## src/hdl/dstt_pkg.sv

```systemverilog
`timescale 1ns / 1ps
`default_nettype none
// ----------------------------------------------------------------------------
// Deadline slot timer table package
// Sizes, codes and the record types shared by the slot ring, the stopwatch
// bank and the top level.
// ----------------------------------------------------------------------------
package dstt_pkg;

    localparam int DEADLINE_SLOTS = 8;
    localparam int STOPWATCHES    = 8;
    localparam int MAX_RESULTS    = 8;

    localparam int SLOT_IW  = (DEADLINE_SLOTS > 1) ? $clog2(DEADLINE_SLOTS) : 1;
    localparam int WATCH_IW = (STOPWATCHES > 1) ? $clog2(STOPWATCHES) : 1;
    localparam int FIRE_CW  = $clog2(MAX_RESULTS + 1);

    typedef enum logic [2:0] {
        ACT_TICK   = 3'd0,
        ACT_ADD    = 3'd1,
        ACT_REMOVE = 3'd2,
        ACT_START  = 3'd3,
        ACT_STOP   = 3'd4
    } action_t;

    typedef enum logic [2:0] {
        KIND_ADDED   = 3'd0,
        KIND_FULL    = 3'd1,
        KIND_REMOVED = 3'd2,
        KIND_FIRED   = 3'd3,
        KIND_STARTED = 3'd4,
        KIND_BUSY    = 3'd5,
        KIND_STOPPED = 3'd6
    } kind_t;

    typedef enum logic {
        ST_IDLE,
        ST_SCAN
    } state_t;

    typedef struct packed {
        logic        active;
        logic        wrap;
        logic        due;
        logic [31:0] deadline;
        logic [31:0] handler;
        logic [31:0] tag;
    } slot_t;

    typedef struct packed {
        logic shift;
        logic add;
        logic remove;
        logic tick;
        logic wrap_clr;
    } cell_ctl_t;

    typedef struct packed {
        logic                start;
        logic                stop;
        logic [WATCH_IW-1:0] sel;
    } watch_ctl_t;

endpackage
`default_nettype wire

```

## src/hdl/dstt_cell.sv

```systemverilog
`timescale 1ns / 1ps
`default_nettype none
// ----------------------------------------------------------------------------
// Deadline slot cell
// Holds one deadline slot, evaluates it on a tick and passes it to its
// neighbor while the ring rotates.
// ----------------------------------------------------------------------------
module dstt_cell (
    input  logic               clk,
    input  logic               rst_n,
    input  dstt_pkg::cell_ctl_t ctl,
    input  dstt_pkg::slot_t    add_data,
    input  dstt_pkg::slot_t    nb_in,
    input  logic [31:0]        now_next,
    output dstt_pkg::slot_t    slot_q
);
    import dstt_pkg::*;

    logic        active_reg, active_next;
    logic        wrap_reg, wrap_next;
    logic        due_reg, due_next;
    logic [31:0] deadline_reg, deadline_next;
    logic [31:0] handler_reg, handler_next;
    logic [31:0] tag_reg, tag_next;

    always_comb
    begin
        active_next   = active_reg;
        wrap_next     = wrap_reg;
        due_next      = due_reg;
        deadline_next = deadline_reg;
        handler_next  = handler_reg;
        tag_next      = tag_reg;
        if (ctl.shift)
        begin
            active_next   = nb_in.active;
            wrap_next     = nb_in.wrap;
            due_next      = nb_in.due;
            deadline_next = nb_in.deadline;
            handler_next  = nb_in.handler;
            tag_next      = nb_in.tag;
        end
        else if (ctl.add)
        begin
            active_next   = add_data.active;
            wrap_next     = add_data.wrap;
            due_next      = add_data.due;
            deadline_next = add_data.deadline;
            handler_next  = add_data.handler;
            tag_next      = add_data.tag;
        end
        else if (ctl.remove)
        begin
            active_next = 1'b0;
        end
        else if (ctl.tick)
        begin
            wrap_next = wrap_reg & ~ctl.wrap_clr;
            due_next  = active_reg & ~wrap_next & (deadline_reg <= now_next);
        end
    end

    always_ff @(posedge clk or negedge rst_n)
    begin
        if (!rst_n)
        begin
            active_reg <= 1'b0;
            wrap_reg   <= 1'b0;
            due_reg    <= 1'b0;
        end
        else
        begin
            active_reg <= active_next;
            wrap_reg   <= wrap_next;
            due_reg    <= due_next;
        end
    end

    always_ff @(posedge clk)
    begin
        deadline_reg <= deadline_next;
        handler_reg  <= handler_next;
        tag_reg      <= tag_next;
    end

    assign slot_q = '{active:   active_reg,
                      wrap:     wrap_reg,
                      due:      due_reg,
                      deadline: deadline_reg,
                      handler:  handler_reg,
                      tag:      tag_reg};

endmodule
`default_nettype wire

```

## src/hdl/dstt_watch_bank.sv

```systemverilog
`timescale 1ns / 1ps
`default_nettype none
// ----------------------------------------------------------------------------
// Stopwatch bank
// Stores a start count and a running flag per stopwatch and returns the
// difference to the current count on stop.
// ----------------------------------------------------------------------------
module dstt_watch_bank (
    input  logic                 clk,
    input  logic                 rst_n,
    input  dstt_pkg::watch_ctl_t ctl,
    input  logic [31:0]          now,
    output logic                 start_ok,
    output logic [31:0]          elapsed
);
    import dstt_pkg::*;

    logic [31:0]      value_reg   [STOPWATCHES];
    logic [31:0]      value_next  [STOPWATCHES];
    logic [STOPWATCHES-1:0] running_reg, running_next;

    assign start_ok = ~running_reg[ctl.sel];
    assign elapsed  = now - value_reg[ctl.sel];

    always_comb
    begin
        running_next = running_reg;
        for (int w = 0; w < STOPWATCHES; w++)
        begin
            value_next[w] = value_reg[w];
        end
        if (ctl.start && start_ok)
        begin
            value_next[ctl.sel]   = now;
            running_next[ctl.sel] = 1'b1;
        end
        else if (ctl.stop)
        begin
            value_next[ctl.sel]   = elapsed;
            running_next[ctl.sel] = 1'b0;
        end
    end

    always_ff @(posedge clk or negedge rst_n)
    begin
        if (!rst_n)
        begin
            running_reg <= '0;
            for (int w = 0; w < STOPWATCHES; w++)
            begin
                value_reg[w] <= '0;
            end
        end
        else
        begin
            running_reg <= running_next;
            for (int w = 0; w < STOPWATCHES; w++)
            begin
                value_reg[w] <= value_next[w];
            end
        end
    end

endmodule
`default_nettype wire

```

## src/hdl/deadline_slot_timer_table.sv

```systemverilog
`timescale 1ns / 1ps
`default_nettype none
// ----------------------------------------------------------------------------
// Deadline slot timer table
// Millisecond count, a ring of one-shot deadline slot cells and a bank of
// stopwatches.
//
// Channel | Dir | Handshake           | Beat
// input   | in  | in_valid, in_ready  | action, offset, slot, handler, tag
// output  | out | out_valid, out_ready| kind, slot_index, fired_handler,
//         |     |                     | fired_tag, elapsed, last
//
// Add, remove, start and stop each give one registered beat.
// A tick marks the due slots, then the slot ring rotates one cell per cycle
// while not held, past the head cell, which emits any due slot.
// A fire that meets a full output register holds the ring for that cycle.
// Reset clears the count, the slot flags and the stopwatches; no clearing pass.
// ----------------------------------------------------------------------------
module deadline_slot_timer_table (
    input  logic        clk,
    input  logic        rst_n,
    input  logic        in_valid,
    output logic        in_ready,
    input  logic [2:0]  action,
    input  logic [31:0] offset,
    input  logic [2:0]  slot,
    input  logic [31:0] handler,
    input  logic [31:0] tag,
    output logic        out_valid,
    input  logic        out_ready,
    output logic [2:0]  kind,
    output logic [2:0]  slot_index,
    output logic [31:0] fired_handler,
    output logic [31:0] fired_tag,
    output logic [31:0] elapsed,
    output logic        last
);
    import dstt_pkg::*;

    state_t              state_reg, state_next;
    logic [31:0]         now_reg, now_next;
    logic [SLOT_IW-1:0]  step_reg, step_next;
    logic [FIRE_CW-1:0]  fires_reg, fires_next;

    logic                out_valid_reg, out_valid_next;
    logic [2:0]          kind_reg, kind_next;
    logic [2:0]          idx_reg, idx_next;
    logic [31:0]         handler_reg, handler_next;
    logic [31:0]         tag_reg, tag_next;
    logic [31:0]         elapsed_reg, elapsed_next;
    logic                last_reg, last_next;

    slot_t               cell_q  [DEADLINE_SLOTS];
    slot_t               nb      [DEADLINE_SLOTS];
    cell_ctl_t           ctl     [DEADLINE_SLOTS];
    slot_t               ring_in;
    slot_t               add_data;
    logic [32:0]         add_sum;

    logic                accept, out_free, is_tick, last_step;
    logic                scan_shift, emit, fire_ok, later_due, due_any;
    logic                free_found;
    logic [SLOT_IW-1:0]  free_idx;
    logic                sw_in_range, start_ok;
    logic [31:0]         watch_elapsed;
    watch_ctl_t          wctl;

    assign out_free  = ~out_valid_reg | out_ready;
    assign accept    = in_valid & in_ready;
    assign is_tick   = (action == ACT_TICK);
    assign now_next  = now_reg + 32'd1;
    assign last_step = (step_reg == SLOT_IW'(DEADLINE_SLOTS - 1));
    assign fire_ok   = cell_q[0].due & (fires_reg < FIRE_CW'(MAX_RESULTS));

    // Next state.
    always_comb
    begin
        state_next = state_reg;
        case (state_reg)
            ST_IDLE:
            begin
                if (accept && is_tick)
                begin
                    state_next = ST_SCAN;
                end
            end
            ST_SCAN:
            begin
                if (scan_shift && last_step)
                begin
                    state_next = ST_IDLE;
                end
            end
            default:
            begin
                state_next = ST_IDLE;
            end
        endcase
    end

    // State outputs.
    always_comb
    begin
        in_ready   = 1'b0;
        emit       = 1'b0;
        scan_shift = 1'b0;
        case (state_reg)
            ST_IDLE:
            begin
                in_ready = out_free;
            end
            ST_SCAN:
            begin
                emit       = fire_ok & out_free;
                scan_shift = ~(fire_ok & ~out_free);
            end
            default:
            begin
                in_ready = 1'b0;
            end
        endcase
    end

    always_comb
    begin
        free_found = 1'b0;
        free_idx   = '0;
        for (int j = DEADLINE_SLOTS - 1; j >= 0; j--)
        begin
            if (!cell_q[j].active)
            begin
                free_found = 1'b1;
                free_idx   = SLOT_IW'(j);
            end
        end
    end

    always_comb
    begin
        later_due = 1'b0;
        due_any   = 1'b0;
        for (int p = 0; p < DEADLINE_SLOTS; p++)
        begin
            due_any = due_any | cell_q[p].due;
            if (p >= 1 && (p + int'(step_reg)) < DEADLINE_SLOTS)
            begin
                later_due = later_due | cell_q[p].due;
            end
        end
    end

    assign add_sum  = {1'b0, now_reg} + {1'b0, offset};
    assign add_data = '{active:   1'b1,
                        wrap:     add_sum[32],
                        due:      1'b0,
                        deadline: add_sum[31:0],
                        handler:  handler,
                        tag:      tag};

    always_comb
    begin
        ring_in        = cell_q[0];
        ring_in.due    = 1'b0;
        ring_in.active = cell_q[0].active & ~emit;
    end

    always_comb
    begin
        for (int j = 0; j < DEADLINE_SLOTS; j++)
        begin
            ctl[j].shift    = scan_shift;
            ctl[j].add      = accept & (action == ACT_ADD) & free_found &
                              (free_idx == SLOT_IW'(j));
            ctl[j].remove   = accept & (action == ACT_REMOVE) & (int'(slot) == j);
            ctl[j].tick     = accept & is_tick;
            ctl[j].wrap_clr = (now_next == 32'd0);
        end
    end

    genvar g;
    generate
        for (g = 0; g < DEADLINE_SLOTS; g++)
        begin : g_cell
            if (g == DEADLINE_SLOTS - 1)
            begin : g_tail
                assign nb[g] = ring_in;
            end
            else
            begin : g_body
                assign nb[g] = cell_q[g + 1];
            end
            dstt_cell u_cell (
                .clk      (clk),
                .rst_n    (rst_n),
                .ctl      (ctl[g]),
                .add_data (add_data),
                .nb_in    (nb[g]),
                .now_next (now_next),
                .slot_q   (cell_q[g])
            );
        end
    endgenerate

    assign sw_in_range = (int'(slot) < STOPWATCHES);
    assign wctl.sel    = WATCH_IW'(slot);
    assign wctl.start  = accept & (action == ACT_START) & sw_in_range;
    assign wctl.stop   = accept & (action == ACT_STOP) & sw_in_range;

    dstt_watch_bank u_watch (
        .clk      (clk),
        .rst_n    (rst_n),
        .ctl      (wctl),
        .now      (now_reg),
        .start_ok (start_ok),
        .elapsed  (watch_elapsed)
    );

    always_comb
    begin
        step_next  = step_reg;
        fires_next = fires_reg;
        if (accept && is_tick)
        begin
            step_next  = '0;
            fires_next = '0;
        end
        else
        begin
            if (scan_shift)
            begin
                step_next = step_reg + SLOT_IW'(1);
            end
            if (emit)
            begin
                fires_next = fires_reg + FIRE_CW'(1);
            end
        end
    end

    always_comb
    begin
        out_valid_next = out_valid_reg & ~out_ready;
        kind_next      = kind_reg;
        idx_next       = idx_reg;
        handler_next   = handler_reg;
        tag_next       = tag_reg;
        elapsed_next   = elapsed_reg;
        last_next      = last_reg;
        if (emit)
        begin
            out_valid_next = 1'b1;
            kind_next      = KIND_FIRED;
            idx_next       = 3'(step_reg);
            handler_next   = cell_q[0].handler;
            tag_next       = cell_q[0].tag;
            elapsed_next   = '0;
            last_next      = (fires_reg == FIRE_CW'(MAX_RESULTS - 1)) | ~later_due;
        end
        else if (accept && action inside {ACT_ADD, ACT_REMOVE, ACT_START, ACT_STOP})
        begin
            out_valid_next = 1'b1;
            idx_next       = slot;
            handler_next   = '0;
            tag_next       = '0;
            elapsed_next   = '0;
            last_next      = 1'b1;
            case (action)
                ACT_ADD:
                begin
                    kind_next = free_found ? KIND_ADDED : KIND_FULL;
                    idx_next  = free_found ? 3'(free_idx) : 3'd0;
                end
                ACT_REMOVE:
                begin
                    kind_next = KIND_REMOVED;
                end
                ACT_START:
                begin
                    kind_next = (sw_in_range && start_ok) ? KIND_STARTED : KIND_BUSY;
                end
                ACT_STOP:
                begin
                    kind_next    = KIND_STOPPED;
                    elapsed_next = sw_in_range ? watch_elapsed : 32'd0;
                end
                default:
                begin
                    kind_next = kind_reg;
                end
            endcase
        end
    end

    always_ff @(posedge clk or negedge rst_n)
    begin
        if (!rst_n)
        begin
            state_reg     <= ST_IDLE;
            now_reg       <= '0;
            step_reg      <= '0;
            fires_reg     <= '0;
            out_valid_reg <= 1'b0;
        end
        else
        begin
            state_reg     <= state_next;
            now_reg       <= (accept && is_tick) ? now_next : now_reg;
            step_reg      <= step_next;
            fires_reg     <= fires_next;
            out_valid_reg <= out_valid_next;
        end
    end

    always_ff @(posedge clk)
    begin
        kind_reg    <= kind_next;
        idx_reg     <= idx_next;
        handler_reg <= handler_next;
        tag_reg     <= tag_next;
        elapsed_reg <= elapsed_next;
        last_reg    <= last_next;
    end

    assign out_valid     = out_valid_reg;
    assign kind          = kind_reg;
    assign slot_index    = idx_reg;
    assign fired_handler = handler_reg;
    assign fired_tag     = tag_reg;
    assign elapsed       = elapsed_reg;
    assign last          = last_reg;

    a_fire_beat: assert property (@(posedge clk) disable iff (!rst_n)
        emit |=> (out_valid_reg && kind_reg == KIND_FIRED))
        else $error("fire did not reach the output register");

    a_fire_cap: assert property (@(posedge clk) disable iff (!rst_n)
        fires_reg <= FIRE_CW'(MAX_RESULTS))
        else $error("fire count above limit");

    a_idle_no_due: assert property (@(posedge clk) disable iff (!rst_n)
        (state_reg == ST_IDLE) |-> !due_any)
        else $error("due mark left after scan");

    a_tick_count: assert property (@(posedge clk) disable iff (!rst_n)
        (accept && is_tick) |=> (now_reg == $past(now_reg) + 32'd1))
        else $error("tick did not advance the count");

endmodule
`default_nettype wire
```

## config.mk

```make
export PLATFORM = sky130hd
export DESIGN_NAME = deadline_slot_timer_table
export DESIGN_NICKNAME = d
export VERILOG_FILES = /design/src/hdl/dstt_pkg.sv /design/src/hdl/dstt_cell.sv /design/src/hdl/dstt_watch_bank.sv /design/src/hdl/deadline_slot_timer_table.sv
export SDC_FILE = /design/constraint.sdc
export NUM_CORES = 2
export LEC_CHECK = 0
export BUFFER_PORTS_ARGS = -buffer_cell sky130_fd_sc_hd__clkbuf_2
export CORE_MARGIN = 1.5
export CORE_UTILIZATION = 55
export DETAILED_ROUTE_END_ITERATION = 8
export PLACE_DENSITY_LB_ADDON = 0.05
export SYNTH_ARGS = -nofsm -noshare
export SYNTH_HDL_FRONTEND = slang
export SYNTH_SLANG_ARGS = --single-unit
export TNS_END_PERCENT = 10
```

## constraint.sdc

```tcl
create_clock -name clk -period 16.26 [get_ports clk]
set_clock_uncertainty 0.15 [all_clocks]
set_input_delay 0.813 -clock clk [delete_from_list [all_inputs] [get_ports clk]]
set_output_delay 0.813 -clock clk [all_outputs]
set_load 0.1 [all_outputs]
```

# After elaboration in Yosys (flattened, before gate mapping)

Index checks and enable logic that the tools add are counted.
Widths: inputs -> output; s select.

Flip-flop bits (word level): 1200
Input bits: 106
Word-level logic and storage cells: 456

$add $sub $neg: 12
Order comparisons: 20
Eq/ne operators: 28
Mux-type cells: 199
Bitwise logic cells: 81
Reductions and logical operators: 48

Operators by type and width:

| kind                  | number |
|---|---|
| $mux 32               | 55 |
| $bwmux 256            | 2 |
| $mux 256              | 2 |
| $le 32x32->1          | 8 |
| $mux 1                | 116 |
| $bmux 32 s3           | 1 |
| $demux 32 s3          | 1 |
| $and 1x1->1           | 52 |
| $reduce_bool 3->1     | 16 |
| $mux 3                | 14 |
| $add 32x32->33        | 1 |
| $add 32x1->32 const B | 1 |
| $logic_not 32->1      | 1 |
| $lt 4x4->1 const B    | 8 |
| $sub 32x32->32        | 1 |
| $eq 3x3->1 const B    | 10 |
| $ne 3x1->1 const B    | 8 |
| $reduce_bool 2->1     | 12 |
| $eq 3x2->1 const B    | 6 |
| $reduce_and 2->1      | 9 |
| $not 1->1             | 17 |
| $add 3x3->4 const A   | 4 |
| $mux 8                | 2 |
| $pmux 3 s4            | 1 |
| other kinds (22)      | 40 |

# Longest topological paths before layout

Depth after elaboration: 18
Mapped depth: 17
Mapped depth without buffers: 16

# Hierarchy

From an unflattened synthesis, not the netlist that was laid out.

Cells, all modules: 4943
Area, all modules: 61576.6 um2

Modules (own cells, without submodules):

| module                    | times used | cells each | area each (um2) |
|---|---|---|---|
| dstt_cell                 | 8          | 343        | 5032.3 |
| dstt_watch_bank           | 1          | 1368       | 13108.8 |
| deadline_slot_timer_table | 1          | 831        | 8209.1 |

# Least setup slack after synthesis

Ideal clock, no wire load.

Path kind: in2reg
Start point: in action[2]
End point: reg g_cell[0].u_cell.deadline_reg[0] (enable)
Library setup time: 0.683 ns
Arrival: 8.841 ns
Data required time: 15.427 ns
Setup slack: 6.585 ns
Stages: 6
Buffers on the path: 3
Path through: clkbuf_1 > or3b_1 > buf_2 > or4b_1 > clkbuf_1 > o21ai_0

Cells in the longest elaborated chain, start to end: 5

RTL lines:

| item                        | line                             | source |
|---|---|---|
| start: declaration          | deadline_slot_timer_table.sv:24  | `input logic [2:0] action,` |
| $eq 3x1->1                  | deadline_slot_timer_table.sv:172 | `ctl[j].add = accept & (action == ACT_ADD) & free_found &` |
| $and 1x1->1 (3 in series)   | deadline_slot_timer_table.sv:172 |  |
| $reduce_bool 2->1 (no line) | -                                |  |
| end signal: assignment      | dstt_cell.sv:81                  | `deadline_reg <= deadline_next;` |
| end: declaration            | dstt_cell.sv:22                  | `logic [31:0] deadline_reg, deadline_next;` |

No other way between the ends.
A chain may end at the register's enable or synchronous reset.

# Worst setup path in the final report

Start point: in slot[0]
End point: reg u_watch.value_reg[27] (netlist name)

Cells in the longest elaborated chain, start to end: 8

RTL lines:

| item                                                               | line                                                                | source |
|---|---|---|
| start: declaration                                                 | deadline_slot_timer_table.sv:26                                     | `input logic [2:0] slot,` |
| $not 3->4 (implied by the code)                                    | dstt_watch_bank.sv:23, dstt_watch_bank.sv:34, dstt_watch_bank.sv:39 |  |
| $bmux 32 s3 (tied with other cells)                                | dstt_watch_bank.sv:23                                               | `assign elapsed = now - value_reg[ctl.sel];` |
| $mux 32 (implied by the code) or $logic_and 1x1->1 (tied branches) | dstt_watch_bank.sv:23, dstt_watch_bank.sv:34, dstt_watch_bank.sv:39 |  |
| $mux 32, on equally long branches                                  | dstt_watch_bank.sv:23, dstt_watch_bank.sv:34, dstt_watch_bank.sv:39 |  |
| $sub 32x32->32 or $demux 32 s3 (tied branches)                     | dstt_watch_bank.sv:23, dstt_watch_bank.sv:34, dstt_watch_bank.sv:39 |  |
| $bwmux 256                                                         | dstt_watch_bank.sv:39                                               | `value_next[ctl.sel] = elapsed;` |
| $mux 256                                                           | dstt_watch_bank.sv:37                                               | `else if (ctl.stop)` |
| $mux 256                                                           | dstt_watch_bank.sv:32                                               | `if (ctl.start && start_ok)` |
| end signal: indexed assignment                                     | dstt_watch_bank.sv:59                                               | `value_reg[w] <= value_next[w];` |
| end: declaration                                                   | dstt_watch_bank.sv:18                                               | `logic [31:0] value_reg [STOPWATCHES];` |

Parallel ways exist; a longest one is shown, timed or not. The select of a mux whose other input is x is not followed.

==> impl_metrics.tcl <==
set metrics [dict create \
    regToRegSetupSlack_ns 10.71 \
    ant_nets 0 \
    synth.area.top_cells "edfxtp_1 (42%), dfrtp_1 (14%), a21o_1 (9.7%)" \
    clock_sinks 1200 \
    cp_max_fo 29 \
    area_growth_syn_to_layout_pct 11.2 \
    outcome "finished, final reports clean" \
    critPathLaunchType "input pin" \
    vdd_drop_max_uv 139 \
    grt_pass1_vias 38700 \
    p_sw_share_pct 37.8 \
    wire_per_inst_um 23.9 \
    power_frac_clock_pct 20.8 \
    synth_top_area_share_pct 42.5 \
    grt_setup_unrepaired "no" \
    hold_class "register to register" \
    syn-instance-count 4890 \
    final.setup.worst_slack_ns 10.36 \
    finalSetupTns_ns 0 \
    nFillCells 8649 \
    cp.required_ns 16.66 \
    placed_cell_area_mm2 0.0615 \
    fmaxAchievable_mhz 170 \
    clock_path_buffers 3 \
    combPwrFrac_pct 36.8 \
    die-area_mm2 0.109 \
    vias 40000 \
    ys_seq_area_share_pct 57.6 \
    synth.largest_area_cell "edfxtp_1" \
    drive_gt1_share_pct 11.8 \
    syn_area_per_cell_um2 12.1 \
    utilization_pct 61.5 \
    finalCritPeriodShare_pct 36.3 \
    whs_ns 0.326 \
    pre_cts_ws_ns 9.62 \
    syn_area_mm2 0.0591 \
    period_needed_ns 5.90 \
    drc_errors 0 \
    routabilityCongestion 0.905 \
    numCtsBuffers 134 \
    overflow 0 \
    wirelength_um 156000 \
    p_switching_uw 5380 \
    p_int_uw 8850 \
    maxCapViolCount 0 \
    ys_warn_count 0 \
    antenna_found_initial 16 \
    ys_seq_elements 1200 \
    cts.htree.levels 4 \
    dp_hpwl_um 97600 \
    port_buffers 210 \
    setup_viol 0 \
    cts.reportedPaths.clkPinSlew_ns 0.06 \
    p_leak_uw 0.0294 \
    cts_resized 0 \
    synth-edff-count 836 \
    ctsHoldBuffers 1 \
    layout_common_cells "edfxtp_1 (836), a21o_1 (763), nand2_1 (403)" \
    drv_slew 0 \
    cellPowerDensity_mw_per_mm2 216 \
    cts_tree "yes" \
    ys.flop_type "edfxtp_1" \
    pwr-share-seq_pct 42.4 \
    clk_latency_ns 0.74 \
    hold_viol 0 \
    grtUsageTotal_pct 28.5 \
    die_h_um 331 \
    worst-setup-path-type "input pin to register" \
    synth_cell_type_count 93 \
    final_common_cell "edfxtp_1" \
    worstPathArrival_ns 6.30 \
    vias_per_cell 6.16 \
    async_flop_share_pct 27.4 \
    firstDrtPassIters 6 \
    end_kind "register" \
    relSlewSlack_pct 19.9 \
    cts-root-buf "clkbuf_16" \
    layout.nets 5411 \
    syn-num-nets 5313 \
    core.rowCount 120 \
    fp.dieW_um 331 \
    initial_core_util_pct 55.3 \
    grt_max_degree 237 \
    ios 211 \
    drt_iter0_drc 3543 \
    coreArea_mm2 0.107 \
    grt_first_pass_wirelength_um 237000 \
    post-cts-setup-buffers 0 \
    final_cell_area_mm2 0.0657 \
    tightest_slew_ns 1.19 \
]
## through the flow
stage / instances / total power, uW
final: 6501 / 14200
after CTS: 6497 / 14300
after detailed placement: 6254 / 11300
after global routing: 6498 / 15100
after floorplan: 4890 / 9740
after global placement: 6254 / 11200
## metal layers
metal  up-vias  track usage [%]  wire, um
li1      18500                -         -
met1     20000             41.6     70600
met2      1281             43.5     70200
met3       264             5.52     10600
met4        20             8.42      4060
met5         -                0       124
## area by class of cell
| class | instances | area (um^2) | area share [%] |
|---|---|---|---|
| Antenna cell | 4 | 10.0 | 0.0152 |
| Clock buffer | 196 | 3810 | 5.80 |
| Clock inverter | 46 | 447 | 0.679 |
| Inverter | 49 | 189 | 0.287 |
| Multi-Input combinational cell | 3317 | 23800 | 36.2 |
| Sequential cell | 1200 | 34000 | 51.8 |
| Tap cell | 1403 | 1760 | 2.67 |
| Timing Repair Buffer | 286 | 1690 | 2.57 |
## synthesized netlist by cell type (28+ instances only)
cell type and n:
clkbuf_1 224, o21ai_0 338, edfxtp_1 836, and2_1 145
a211oi_1 28, a21o_1 763, dfxtp_1 35, ha_1 315
inv_1 49, dfrtp_1 329, a21oi_1 176, nand2_1 415
mux2i_1 73, mux4_2 66, nor2_1 239, nand4_1 74
nand3_1 54, nor3_1 68, nor2b_1 35, xor2_1 49
buf_1 83, a31oi_1 30, xnor2_1 55, o21a_1 66
## critical path: stages
cell,delay [ns]
buf_4,0.42
buf_4,0.57
buf_4,0.55
mux4_2,0.57
mux2i_1,0.28
ha_1,0.29
nor2b_1,0.14
o31ai_1,0.41
a211oi_1,0.15
buf_4,0.19
o2111ai_1,0.46
and2_1,0.25
nand2_1,0.10
a221oi_1,0.83
o21ai_0,0.24
## worst paths after layout
check	startpoint	end	cells after the start
setup / recovery	slot[0]	u_watch.value_reg[27]	15
hold / removal	u_watch.value_reg[60]	u_watch.value_reg[60]	2
setup reg to reg	now_reg[1]	g_cell[1].u_cell.due_reg	13
hold reg to reg	u_watch.value_reg[60]	u_watch.value_reg[60]	2
max in group asynchronous	rst_n	u_watch.value_reg[25]	4
min in group asynchronous	rst_n	now_reg[1]	2
## power by group through the flow
stage	Sequential [uW]	Combinational [uW]	Clock [uW]
floorplan	6370	3360	0
global placement	6060	5110	0
detailed placement	6060	5210	0
CTS	6030	5240	3010
global route	6170	5760	3130
finish	6030	5240	2960
## cell families after synthesis
kind of cell,after synthesis,synth area share [%]
buf+inv,373,2.42
simple gates,1174,9.72
xor+xnor,108,1.69
mux,142,3.81
compound gates,1568,17.9
flops,1200,57.6
fa+ha+maj,325,6.87
Note: power is estimated with default switching activity, not from simulation.
